File: src/hw/rtl/lpcd_pkg.sv
// shared types and constants for the length-prefixed command deframer
// no dependencies; imported by lpcd_core, length_prefixed_command_deframer and the testbench
package lpcd_pkg;

    localparam int BYTE_W   = 8;
    localparam int LEN_W    = 16;
    localparam int ACC_W    = 17;
    localparam int CODE_W   = 2;
    localparam int PTEXT_W  = 64;
    localparam int PCOUNT_W = 4;
    localparam int CIDX_W   = 2;
    localparam int MDATA_W  = 32;

    // register indexes on the configuration port
    localparam logic [CIDX_W-1:0] CFG_PREFIX_TEXT  = 2'd0;
    localparam logic [CIDX_W-1:0] CFG_PREFIX_COUNT = 2'd1;
    localparam logic [CIDX_W-1:0] CFG_MAX_LENGTH   = 2'd2;

    localparam logic [PTEXT_W-1:0]  PREFIX_TEXT_RST  = 64'h434F_4D4D_414E_443A;
    localparam logic [PCOUNT_W-1:0] PREFIX_COUNT_RST = 4'd8;
    localparam logic [PCOUNT_W-1:0] PREFIX_COUNT_MAX = 4'd8;
    localparam logic [LEN_W-1:0]    MAX_LENGTH_RST   = 16'd4096;

    localparam logic [BYTE_W-1:0] CHAR_LF   = 8'h0A;
    localparam logic [BYTE_W-1:0] CHAR_CR   = 8'h0D;
    localparam logic [BYTE_W-1:0] CHAR_ZERO = 8'h30;
    localparam logic [BYTE_W-1:0] CHAR_NINE = 8'h39;

    localparam logic [ACC_W-1:0] LEN_SAT = 17'h1_FFFF;

    // error codes
    localparam logic [CODE_W-1:0] ERR_PREFIX = 2'd0;
    localparam logic [CODE_W-1:0] ERR_LINE   = 2'd1;
    localparam logic [CODE_W-1:0] ERR_RANGE  = 2'd2;
    localparam logic [CODE_W-1:0] ERR_SHORT  = 2'd3;

    // result kinds
    localparam logic KIND_PAYLOAD = 1'b0;
    localparam logic KIND_ERROR   = 1'b1;

    typedef enum logic [1:0] {
        PH_PREFIX,
        PH_LINE,
        PH_PAYLOAD,
        PH_DISCARD
    } t_phase;

    typedef struct packed {
        logic [PTEXT_W-1:0]  prefix_text;
        logic [PCOUNT_W-1:0] prefix_count;
        logic [LEN_W-1:0]    max_length;
    } t_cfg;

    typedef struct packed {
        logic                out_kind;
        logic [BYTE_W-1:0]   payload_byte;
        logic                frame_last;
        logic [LEN_W-1:0]    payload_length;
        logic [CODE_W-1:0]   error_code;
    } t_result;

endpackage

File: src/hw/rtl/lpcd_core.sv
// per-byte parse engine: request state and the result of one byte
// depends on lpcd_pkg
module lpcd_core #(
    parameter int LINE_CHARS_MAX = 31
) (
    input  logic                    i_clk,
    input  logic                    i_rst_n,
    input  lpcd_pkg::t_cfg          i_cfg,
    input  logic                    i_fire,
    input  logic [7:0]              i_byte,
    input  logic                    i_end,
    output logic                    o_res_valid,
    output lpcd_pkg::t_result       o_res
);
    import lpcd_pkg::*;

    localparam int LC_W = $clog2(LINE_CHARS_MAX + 1);

    t_phase               r_phase, n_phase;
    logic [PCOUNT_W-1:0]  r_pos, n_pos;
    logic [LC_W-1:0]      r_line_chars, n_line_chars;
    logic [ACC_W-1:0]     r_len, n_len;
    logic [LEN_W-1:0]     r_pcount, n_pcount;

    logic [PCOUNT_W-1:0]  w_count;
    t_phase               w_phase;
    logic [BYTE_W-1:0]    w_want;
    logic [PCOUNT_W-1:0]  w_pos_inc;
    logic                 w_prefix_done;
    logic                 w_eol;
    logic                 w_digit;
    logic [3:0]           w_digit_val;
    logic [ACC_W+3:0]     w_acc;
    logic                 w_len_bad;
    logic                 w_line_full;
    logic [LEN_W-1:0]     w_pcount_inc;
    logic                 w_frame_done;

    assign w_count = (i_cfg.prefix_count > PREFIX_COUNT_MAX) ? PREFIX_COUNT_MAX
                                                           : i_cfg.prefix_count;
    // prefix already complete (zero count or count lowered) means the line comes next
    assign w_phase = (r_phase == PH_PREFIX && r_pos >= w_count) ? PH_LINE : r_phase;
    // first character sits in the top byte
    assign w_want        = i_cfg.prefix_text[{~r_pos[2:0], 3'b000} +: BYTE_W];
    assign w_pos_inc     = r_pos + PCOUNT_W'(1);
    assign w_prefix_done = (w_pos_inc >= w_count);
    assign w_eol         = (i_byte == CHAR_LF) || (i_byte == CHAR_CR);
    assign w_digit       = (i_byte >= CHAR_ZERO) && (i_byte <= CHAR_NINE);
    // ascii digits sit at 0x30, so the low nibble is the digit value
    assign w_digit_val   = i_byte[3:0];
    // times ten as two shifts and an add
    assign w_acc = {r_len, 3'b000} + {2'b00, r_len, 1'b0} + {13'd0, w_digit_val};
    assign w_len_bad     = (r_len == '0) || (r_len >= {1'b0, i_cfg.max_length});
    assign w_line_full   = (r_line_chars >= LC_W'(LINE_CHARS_MAX));
    assign w_pcount_inc  = r_pcount + LEN_W'(1);
    assign w_frame_done  = ({1'b0, w_pcount_inc} >= r_len);

    // next state
    always_comb begin
        n_phase      = r_phase;
        n_pos        = r_pos;
        n_line_chars = r_line_chars;
        n_len        = r_len;
        n_pcount     = r_pcount;
        if (i_fire) begin
            n_phase = w_phase;
            case (w_phase)
                PH_PREFIX: begin
                    if (i_byte != w_want) begin
                        n_phase = PH_DISCARD;
                    end else begin
                        n_pos = w_pos_inc;
                        if (w_prefix_done) begin
                            n_phase      = PH_LINE;
                            n_line_chars = '0;
                            n_len        = '0;
                        end
                    end
                end
                PH_LINE: begin
                    if (w_eol) begin
                        if (w_len_bad) begin
                            n_phase = PH_DISCARD;
                        end else begin
                            n_phase  = PH_PAYLOAD;
                            n_pcount = '0;
                        end
                    end else if (w_line_full) begin
                        n_phase = PH_DISCARD;
                    end else begin
                        n_line_chars = r_line_chars + LC_W'(1);
                        if (w_digit) begin
                            n_len = (w_acc > {4'd0, LEN_SAT}) ? LEN_SAT : w_acc[ACC_W-1:0];
                        end
                    end
                end
                PH_PAYLOAD: begin
                    n_pcount = w_pcount_inc;
                    if (w_frame_done) begin
                        n_phase = PH_DISCARD;
                    end
                end
                default: begin
                    n_phase = PH_DISCARD;
                end
            endcase
            if (i_end) begin
                n_phase      = PH_PREFIX;
                n_pos        = '0;
                n_line_chars = '0;
                n_len        = '0;
                n_pcount     = '0;
            end
        end
    end

    // result of the current byte
    always_comb begin
        o_res_valid          = 1'b0;
        o_res.out_kind       = KIND_ERROR;
        o_res.payload_byte   = '0;
        o_res.frame_last     = 1'b0;
        o_res.payload_length = '0;
        o_res.error_code     = ERR_PREFIX;
        if (i_fire) begin
            case (w_phase)
                PH_PREFIX: begin
                    if (i_byte != w_want || (!w_prefix_done && i_end)) begin
                        o_res_valid      = 1'b1;
                        o_res.error_code = ERR_PREFIX;
                    end
                end
                PH_LINE: begin
                    if (w_eol) begin
                        if (w_len_bad) begin
                            o_res_valid      = 1'b1;
                            o_res.error_code = ERR_RANGE;
                        end else if (i_end) begin
                            o_res_valid      = 1'b1;
                            o_res.error_code = ERR_SHORT;
                        end
                    end else if (w_line_full || i_end) begin
                        o_res_valid      = 1'b1;
                        o_res.error_code = ERR_LINE;
                    end
                end
                PH_PAYLOAD: begin
                    o_res_valid = 1'b1;
                    if (w_frame_done) begin
                        o_res.out_kind       = KIND_PAYLOAD;
                        o_res.payload_byte   = i_byte;
                        o_res.frame_last     = 1'b1;
                        o_res.payload_length = r_len[LEN_W-1:0];
                    end else if (i_end) begin
                        o_res.error_code = ERR_SHORT;
                    end else begin
                        o_res.out_kind     = KIND_PAYLOAD;
                        o_res.payload_byte = i_byte;
                    end
                end
                default: begin
                    o_res_valid = 1'b0;
                end
            endcase
        end
    end

    always_ff @(posedge i_clk) begin
        if (!i_rst_n) begin
            r_phase      <= PH_PREFIX;
            r_pos        <= '0;
            r_line_chars <= '0;
            r_len        <= '0;
            r_pcount     <= '0;
        end else begin
            r_phase      <= n_phase;
            r_pos        <= n_pos;
            r_line_chars <= n_line_chars;
            r_len        <= n_len;
            r_pcount     <= n_pcount;
        end
    end

    // request end always returns to a clean prefix search
    a_end_clears: assert property (@(posedge i_clk) disable iff (!i_rst_n)
        i_fire && i_end |=> r_phase == PH_PREFIX && r_pos == '0 && r_len == '0)
        else $error("request end did not clear parse state");

    // payload phase only ever holds an accepted length
    a_payload_len: assert property (@(posedge i_clk) disable iff (!i_rst_n)
        r_phase == PH_PAYLOAD |-> r_len != '0 && r_len[ACC_W-1] == 1'b0)
        else $error("payload phase with length out of range");

    // the payload counter never reaches the length while still in payload phase
    a_payload_count: assert property (@(posedge i_clk) disable iff (!i_rst_n)
        r_phase == PH_PAYLOAD |-> {1'b0, r_pcount} < r_len)
        else $error("payload counter overran declared length");

endmodule

File: src/hw/rtl/length_prefixed_command_deframer.sv
// top level of the length-prefixed command deframer: stream ports,
// configuration registers, input and result registers; depends on lpcd_pkg, lpcd_core
//
// Takes a request one byte per cycle on the slave stream (tlast marks the final byte),
// checks it against the configured ASCII prefix, reads a decimal length line ended by
// CR or LF, then passes that many payload bytes out on the master stream; the last one
// has tlast set and carries the length. Errors go out once as an error report (tuser 1)
// and the rest of the request is dropped. Every byte passes through one input register
// and one result register, and a new byte is taken every cycle; the only limit is the
// master side holding a result, which stalls the input register and then the slave side.
// Configuration must be written only while idle; the block itself does not enforce it.
module length_prefixed_command_deframer #(
    parameter int LINE_CHARS_MAX = 31
) (
    input  logic                             i_clk,
    input  logic                             i_rst_n,
    // configuration write port
    input  logic                             i_cfg_we,
    input  logic [lpcd_pkg::CIDX_W-1:0]      i_cfg_index,
    input  logic [lpcd_pkg::PTEXT_W-1:0]     i_cfg_data,
    // request byte stream
    input  logic                             i_s_tvalid,
    output logic                             o_s_tready,
    input  logic [7:0]                       i_s_tdata,   // [7:0] data_byte
    input  logic                             i_s_tlast,   // request_end
    // result stream
    output logic                             o_m_tvalid,
    input  logic                             i_m_tready,
    // [7:0] payload_byte, [23:8] payload_length, [25:24] error_code, [31:26] zero
    output logic [lpcd_pkg::MDATA_W-1:0]     o_m_tdata,
    output logic                             o_m_tuser,   // out_kind
    output logic                             o_m_tlast    // frame_last
);
    import lpcd_pkg::*;

    // configuration registers
    t_cfg              r_cfg;

    // input register
    logic              r_in_valid;
    logic [BYTE_W-1:0] r_in_byte;
    logic              r_in_end;

    // result register
    logic              r_o_valid;
    t_result           r_o;

    logic              w_out_room;
    logic              w_fire;
    logic              w_res_valid;
    t_result           w_res;

    // the byte in the input register is processed once the result register can take it
    assign w_out_room = !r_o_valid || i_m_tready;
    assign w_fire     = r_in_valid && w_out_room;
    assign o_s_tready = !r_in_valid || w_fire;

    always_ff @(posedge i_clk) begin
        if (!i_rst_n) begin
            r_cfg.prefix_text  <= PREFIX_TEXT_RST;
            r_cfg.prefix_count <= PREFIX_COUNT_RST;
            r_cfg.max_length   <= MAX_LENGTH_RST;
        end else if (i_cfg_we) begin
            case (i_cfg_index)
                CFG_PREFIX_TEXT:  r_cfg.prefix_text  <= i_cfg_data;
                CFG_PREFIX_COUNT: r_cfg.prefix_count <= i_cfg_data[PCOUNT_W-1:0];
                CFG_MAX_LENGTH:   r_cfg.max_length   <= i_cfg_data[LEN_W-1:0];
                default: begin
                    // unused index, write ignored
                end
            endcase
        end
    end

    // input register takes a request byte whenever it is empty or draining
    always_ff @(posedge i_clk) begin
        if (!i_rst_n) begin
            r_in_valid <= 1'b0;
        end else if (o_s_tready) begin
            r_in_valid <= i_s_tvalid;
        end
    end

    always_ff @(posedge i_clk) begin
        if (i_s_tvalid && o_s_tready) begin
            r_in_byte <= i_s_tdata;
            r_in_end  <= i_s_tlast;
        end
    end

    lpcd_core #(
        .LINE_CHARS_MAX (LINE_CHARS_MAX)
    ) u_core (
        .i_clk       (i_clk),
        .i_rst_n     (i_rst_n),
        .i_cfg       (r_cfg),
        .i_fire      (w_fire),
        .i_byte      (r_in_byte),
        .i_end       (r_in_end),
        .o_res_valid (w_res_valid),
        .o_res       (w_res)
    );

    // result register; a byte with no result just clears it
    always_ff @(posedge i_clk) begin
        if (!i_rst_n) begin
            r_o_valid <= 1'b0;
        end else if (w_fire) begin
            r_o_valid <= w_res_valid;
        end else if (i_m_tready) begin
            r_o_valid <= 1'b0;
        end
    end

    always_ff @(posedge i_clk) begin
        if (w_fire) begin
            r_o <= w_res;
        end
    end

    assign o_m_tvalid = r_o_valid;
    assign o_m_tuser  = r_o.out_kind;
    assign o_m_tlast  = r_o.frame_last;
    assign o_m_tdata  = {6'd0, r_o.error_code, r_o.payload_length, r_o.payload_byte};

    // a waiting byte keeps its contents until processed
    a_in_hold: assert property (@(posedge i_clk) disable iff (!i_rst_n)
        r_in_valid && !w_fire |=> r_in_valid && $stable(r_in_byte) && $stable(r_in_end))
        else $error("input register lost a waiting byte");

    // processing never overwrites a result that was not taken
    a_no_overwrite: assert property (@(posedge i_clk) disable iff (!i_rst_n)
        w_fire |-> !r_o_valid || i_m_tready)
        else $error("result register overwritten while stalled");

    // error reports never carry payload or frame end
    a_err_clean: assert property (@(posedge i_clk) disable iff (!i_rst_n)
        r_o_valid && r_o.out_kind == KIND_ERROR |-> !r_o.frame_last && r_o.payload_byte == '0)
        else $error("error report carries payload fields");

endmodule

File: config.mk
export PLATFORM = sky130hd
export DESIGN_NAME = length_prefixed_command_deframer
export DESIGN_NICKNAME = d
export VERILOG_FILES = /design/src/hw/rtl/lpcd_pkg.sv /design/src/hw/rtl/lpcd_core.sv /design/src/hw/rtl/length_prefixed_command_deframer.sv
export SDC_FILE = /design/constraint.sdc
export NUM_CORES = 1
export LEC_CHECK = 0
export BUFFER_PORTS_ARGS = -buffer_cell sky130_fd_sc_hd__buf_2
export CAP_MARGIN = 20
export CORE_AREA = 2 2 90 179
export CTS_BUF_LIST = sky130_fd_sc_hd__clkbuf_16
export DETAILED_ROUTE_END_ITERATION = 8
export DIE_AREA = 0 0 92 181
export PLACE_DENSITY_LB_ADDON = 0.1
export SLEW_MARGIN = 40
export SYNTH_ARGS = -nofsm -noshare
export SYNTH_HDL_FRONTEND = slang
export SYNTH_SLANG_ARGS = --single-unit
File: constraint.sdc
create_clock -name i_clk -period 7.1 [get_ports i_clk]
set_input_delay 0.71 -clock i_clk [delete_from_list [all_inputs] [get_ports i_clk]]
set_output_delay 0.71 -clock i_clk [all_outputs]
set_load 0.005 [all_outputs]
==> impl_metrics.json <==
{
  "die_y_um": 181,
  "nets": 1307,
  "synth_top_cell_area_share_pct": 27.7,
  "grt_max_degree": 78,
  "min_from": "r_cfg[36]$_SDFFE_PN0P_",
  "power_frac_seq_pct": 51.2,
  "outcome": "complete, no violations",
  "start_kind": "register",
  "post_drt_via_cell_ratio": 5.87,
  "power_switching_uw": 492,
  "yosysMostFrequentCell": "nand2_1",
  "finalCriticalPeriod_ns": 4.33,
  "dp.cells": 1327,
  "vias": 7984,
  "clkTransAtPathRegs_ns": 0.06,
  "post_cts_buffers": 0,
  "cpPeakStageDelay_ns": 0.57,
  "p_leak_nw": 4.55,
  "post_drt_wl_per_cell_um": 17.8,
  "worstPathCellList": "ha_1, and3_1, and3_1, and3_1, nand3_1, xnor2_1, ha_1, nand4_1, nor4_1, a211o_1, and3_1, a21oi_1, and2_1, a21oi_1, and2_1",
  "criticalPathCategory": "reg -> reg",
  "clock_path_buffers": 2,
  "drt-initial-drc-count": 458,
  "die_area_um2": 16700,
  "power.internal_mw": 1.50,
  "drive_gt1_share_pct": 15.9,
  "synth-xor-area-share_pct": 3.27,
  "root_buffer": "clkbuf_16",
  "async_reset_ff_share_pct": 0,
  "area_growth_pct": 12.2,
  "required_ns": 7.28,
  "grt_pass1_vias": 7894,
  "synth_area_leaders": "dfxtp_1 28%, edfxtp_1 12%, ha_1 10%",
  "synthSimpleGateAreaFrac_pct": 21.6,
  "stdcell_area_um2": 10500,
  "n_antenna_cell": 0,
  "fmax_mhz": 231,
  "clockPowerShare_pct": 41.0,
  "cts_buffers": 17,
  "crit_fanout": 18,
  "synth_top_family_by_area": "simple AND/OR/NAND/NOR gates",
  "grt_antenna_before_repair": 0,
  "tns_ns": 0,
  "port_buffers": 109,
  "slew_viol_final": 0,
  "cp_slowest_cell": "and2_1",
  "grt_overflow_total": 0,
  "dpl_cell_area_um2": 10000,
  "dp_hpwl_um": 17900,
  "drt_pass1_iterations": 5,
  "synth_compound_area_share_pct": 14.7,
  "yosys-top-cells-count": "207 x nand2_1, 130 x dfxtp_1, 97 x a21oi_1",
  "synth_cell_type_count": 67,
  "synth_warnings": 0,
  "cts.sink_count": 167,
  "instances_no_fill": 1359,
  "die_w_um": 92,
  "fin_crit_sh_pct": 61.0,
  "start_util_pct": 61.6,
  "synth_edf_count": 37,
  "htreeDepth": 4,
  "worstSkewPairLatency_ns": 0.43,
  "syn_inst": 1066,
  "grt_pass1_wl_um": 39000,
  "cpMostUsedCell": "and3_1",
  "coreArea_um2": 15200,
  "rsz0062_at_grt": "no",
  "synthAdderAreaFrac_pct": 10.7,
  "num_rows": 64,
  "finalWeightedCongestion": 0.955,
  "muxShareOfSynthArea_pct": 5.22,
  "reg2reg_from": "u_core.r_pcount[0]$_SDFFE_PN0P_",
  "drt-total-wl_um": 24100,
  "arrival_ns": 4.51,
  "synth_area_um2": 9380,
  "ctsResizeCount": 0,
  "end_kind": "register",
  "ant_nets": 0,
  "ys.flop_type": "dfxtp_1",
  "postCtsHoldBufs": 0,
  "startpoint": "u_core.r_pcount[0]$_SDFFE_PN0P_",
  "comb_power_share_pct": 7.8,
  "p_per_area_nw_per_um2": 189,
  "avgSynthCellArea_um2": 8.80,
  "hp-class": "reg -> reg",
  "final-hold-violation-count": 0,
  "slew_headroom_pct": 44.6,
  "cap_violations": 0,
  "io_pins": 116,
  "finalClockSkew_ns": 0.00639,
  "cts_tree": "yes",
  "track_usage_pct": 29.9,
  "ys_ff_latch": 167,
  "synth_seq_area_share_pct": 39.6,
  "swShare_pct": 24.7,
  "setup_viol": 0,
  "worst_slew_pin_slew_ns": 0.831,
  "vdd_drop_max_mv": 0.176,
  "yosys.area.top_type": "dfxtp_1",
  "drc": 0
}
==> sequential cells by signal, summed over array words and instances, names as in the netlist <==
| name | count |
|---|---|
| o_m_tuser | 1 |
| u_core.r_line_chars | 5 |
| o_m_tlast | 1 |
| o_m_tvalid | 1 |
| u_core.r_phase | 2 |
| u_core.r_len | 17 |
| u_core.r_pos | 4 |
| r_in_end | 1 |
| r_cfg | 84 |
| r_in_byte | 8 |
| u_core.r_pcount | 16 |
| r_in_valid | 1 |
| o_m_tdata | 26 |
==> path summary, 6_finish.rpt <==
path	endpoint	slack (ns)	depth (start not counted)
max	o_m_tdata[5]$_SDFFCE_PN0P_	2.77	15
min	r_cfg[36]$_SDFFE_PN0P_	0.45	2
max reg2reg	o_m_tdata[5]$_SDFFCE_PN0P_	2.77	15
min reg2reg	r_cfg[36]$_SDFFE_PN0P_	0.45	2
==> logic make-up (layout without fill, tap and decap cells) <==
group / after synthesis / in the layout
flip-flops: 167 / 167
XOR/XNOR: 35 / 35
AO/OA/AOI/OAI: 210 / 210
multiplexers: 28 / 28
other: 1 / 6
AND/OR/NAND/NOR: 434 / 434
adder cells (fa/ha/maj): 79 / 79
buffers and inverters: 112 / 202
==> critical path, delay by kind of cell (launching register included) <==
family | cells | cell delay, ns
simple gates | 9 | 2.12
compound gates | 3 | 0.74
fa+ha+maj | 2 | 0.56
flops | 1 | 0.41
xor+xnor | 1 | 0.26
==> per-layer routing <==
layer  global-route usage [%]  wire (um)
met5                        0          0
met4                     18.3       1530
met3                     4.67       1120
met2                     55.6      13000
met1                     30.6       8490
==> per-stage QoR <==
step | power [mW] | hold slack, ns | util [%] | setup slack, ns
detailed placement | 1.20 | 0.443 | 65.8 | 2.81
finish | 1.99 | 0.450 | 69.2 | 2.77
floorplan | 1.14 | 0.432 | - | 3.44
CTS | 2.00 | 0.447 | 69.2 | 2.80
global placement | 1.19 | 0.440 | 65.6 | 2.90
global route | 2.07 | 0.446 | 69.2 | 2.43
==> cell type report <==
class	count	area, um2
multi-input cells	792	5230
fillers	1331	4690
flip-flops and latches	167	3710
repair buffers	117	613
clock buffers	17	425
well taps	198	248
inverters	53	199
clock inverters	15	91.3
==> power by group through the flow <==
stage	logic, mW	clock network (mW)	registers (mW)
4_1_cts	0.155	0.829	1.02
3_3_place_gp	0.152	0	1.04
2_1_floorplan	0.102	0	1.03
6_report	0.156	0.817	1.02
3_5_place_dp	0.155	0	1.04
5_1_grt	0.173	0.870	1.02
==> layout by cell type (no fill, tap or decap), types with 3 or more instances in the layout <==
cell        netlist  layout
a211oi_1          9       8
a21o_1           13      13
a21oi_1          97      97
a41oi_1           5       5
and2_1           13      13
and3_1           12      12
buf_2             4     109
buf_4             6       6
clkbuf_16         0      17
clkinv_1          2       3
clkinvlp_4        0       6
conb_1            1       6
dfxtp_1         130     129
edfxtp_1         37      37
ha_1             77      77
inv_1            50      52
inv_2             1       3
mux2i_1          11      11
mux4_2           14      14
nand2_1         207     207
nand2b_1          9       9
nand3_1          47      47
nand4_1          20      20
nor2_1           49      48
nor2b_1           7       7
nor3_1           38      38
nor4_1            8       8
o21a_1            3       3
o21ai_0          38      38
o2bb2ai_1         7       7
o2bb2ai_2        10      10
o31ai_1           5       5
or2_2             3       3
or3_1             7       7
xnor2_1          19      19
xor2_1           16      16
Power figures use the tool's default switching activity.
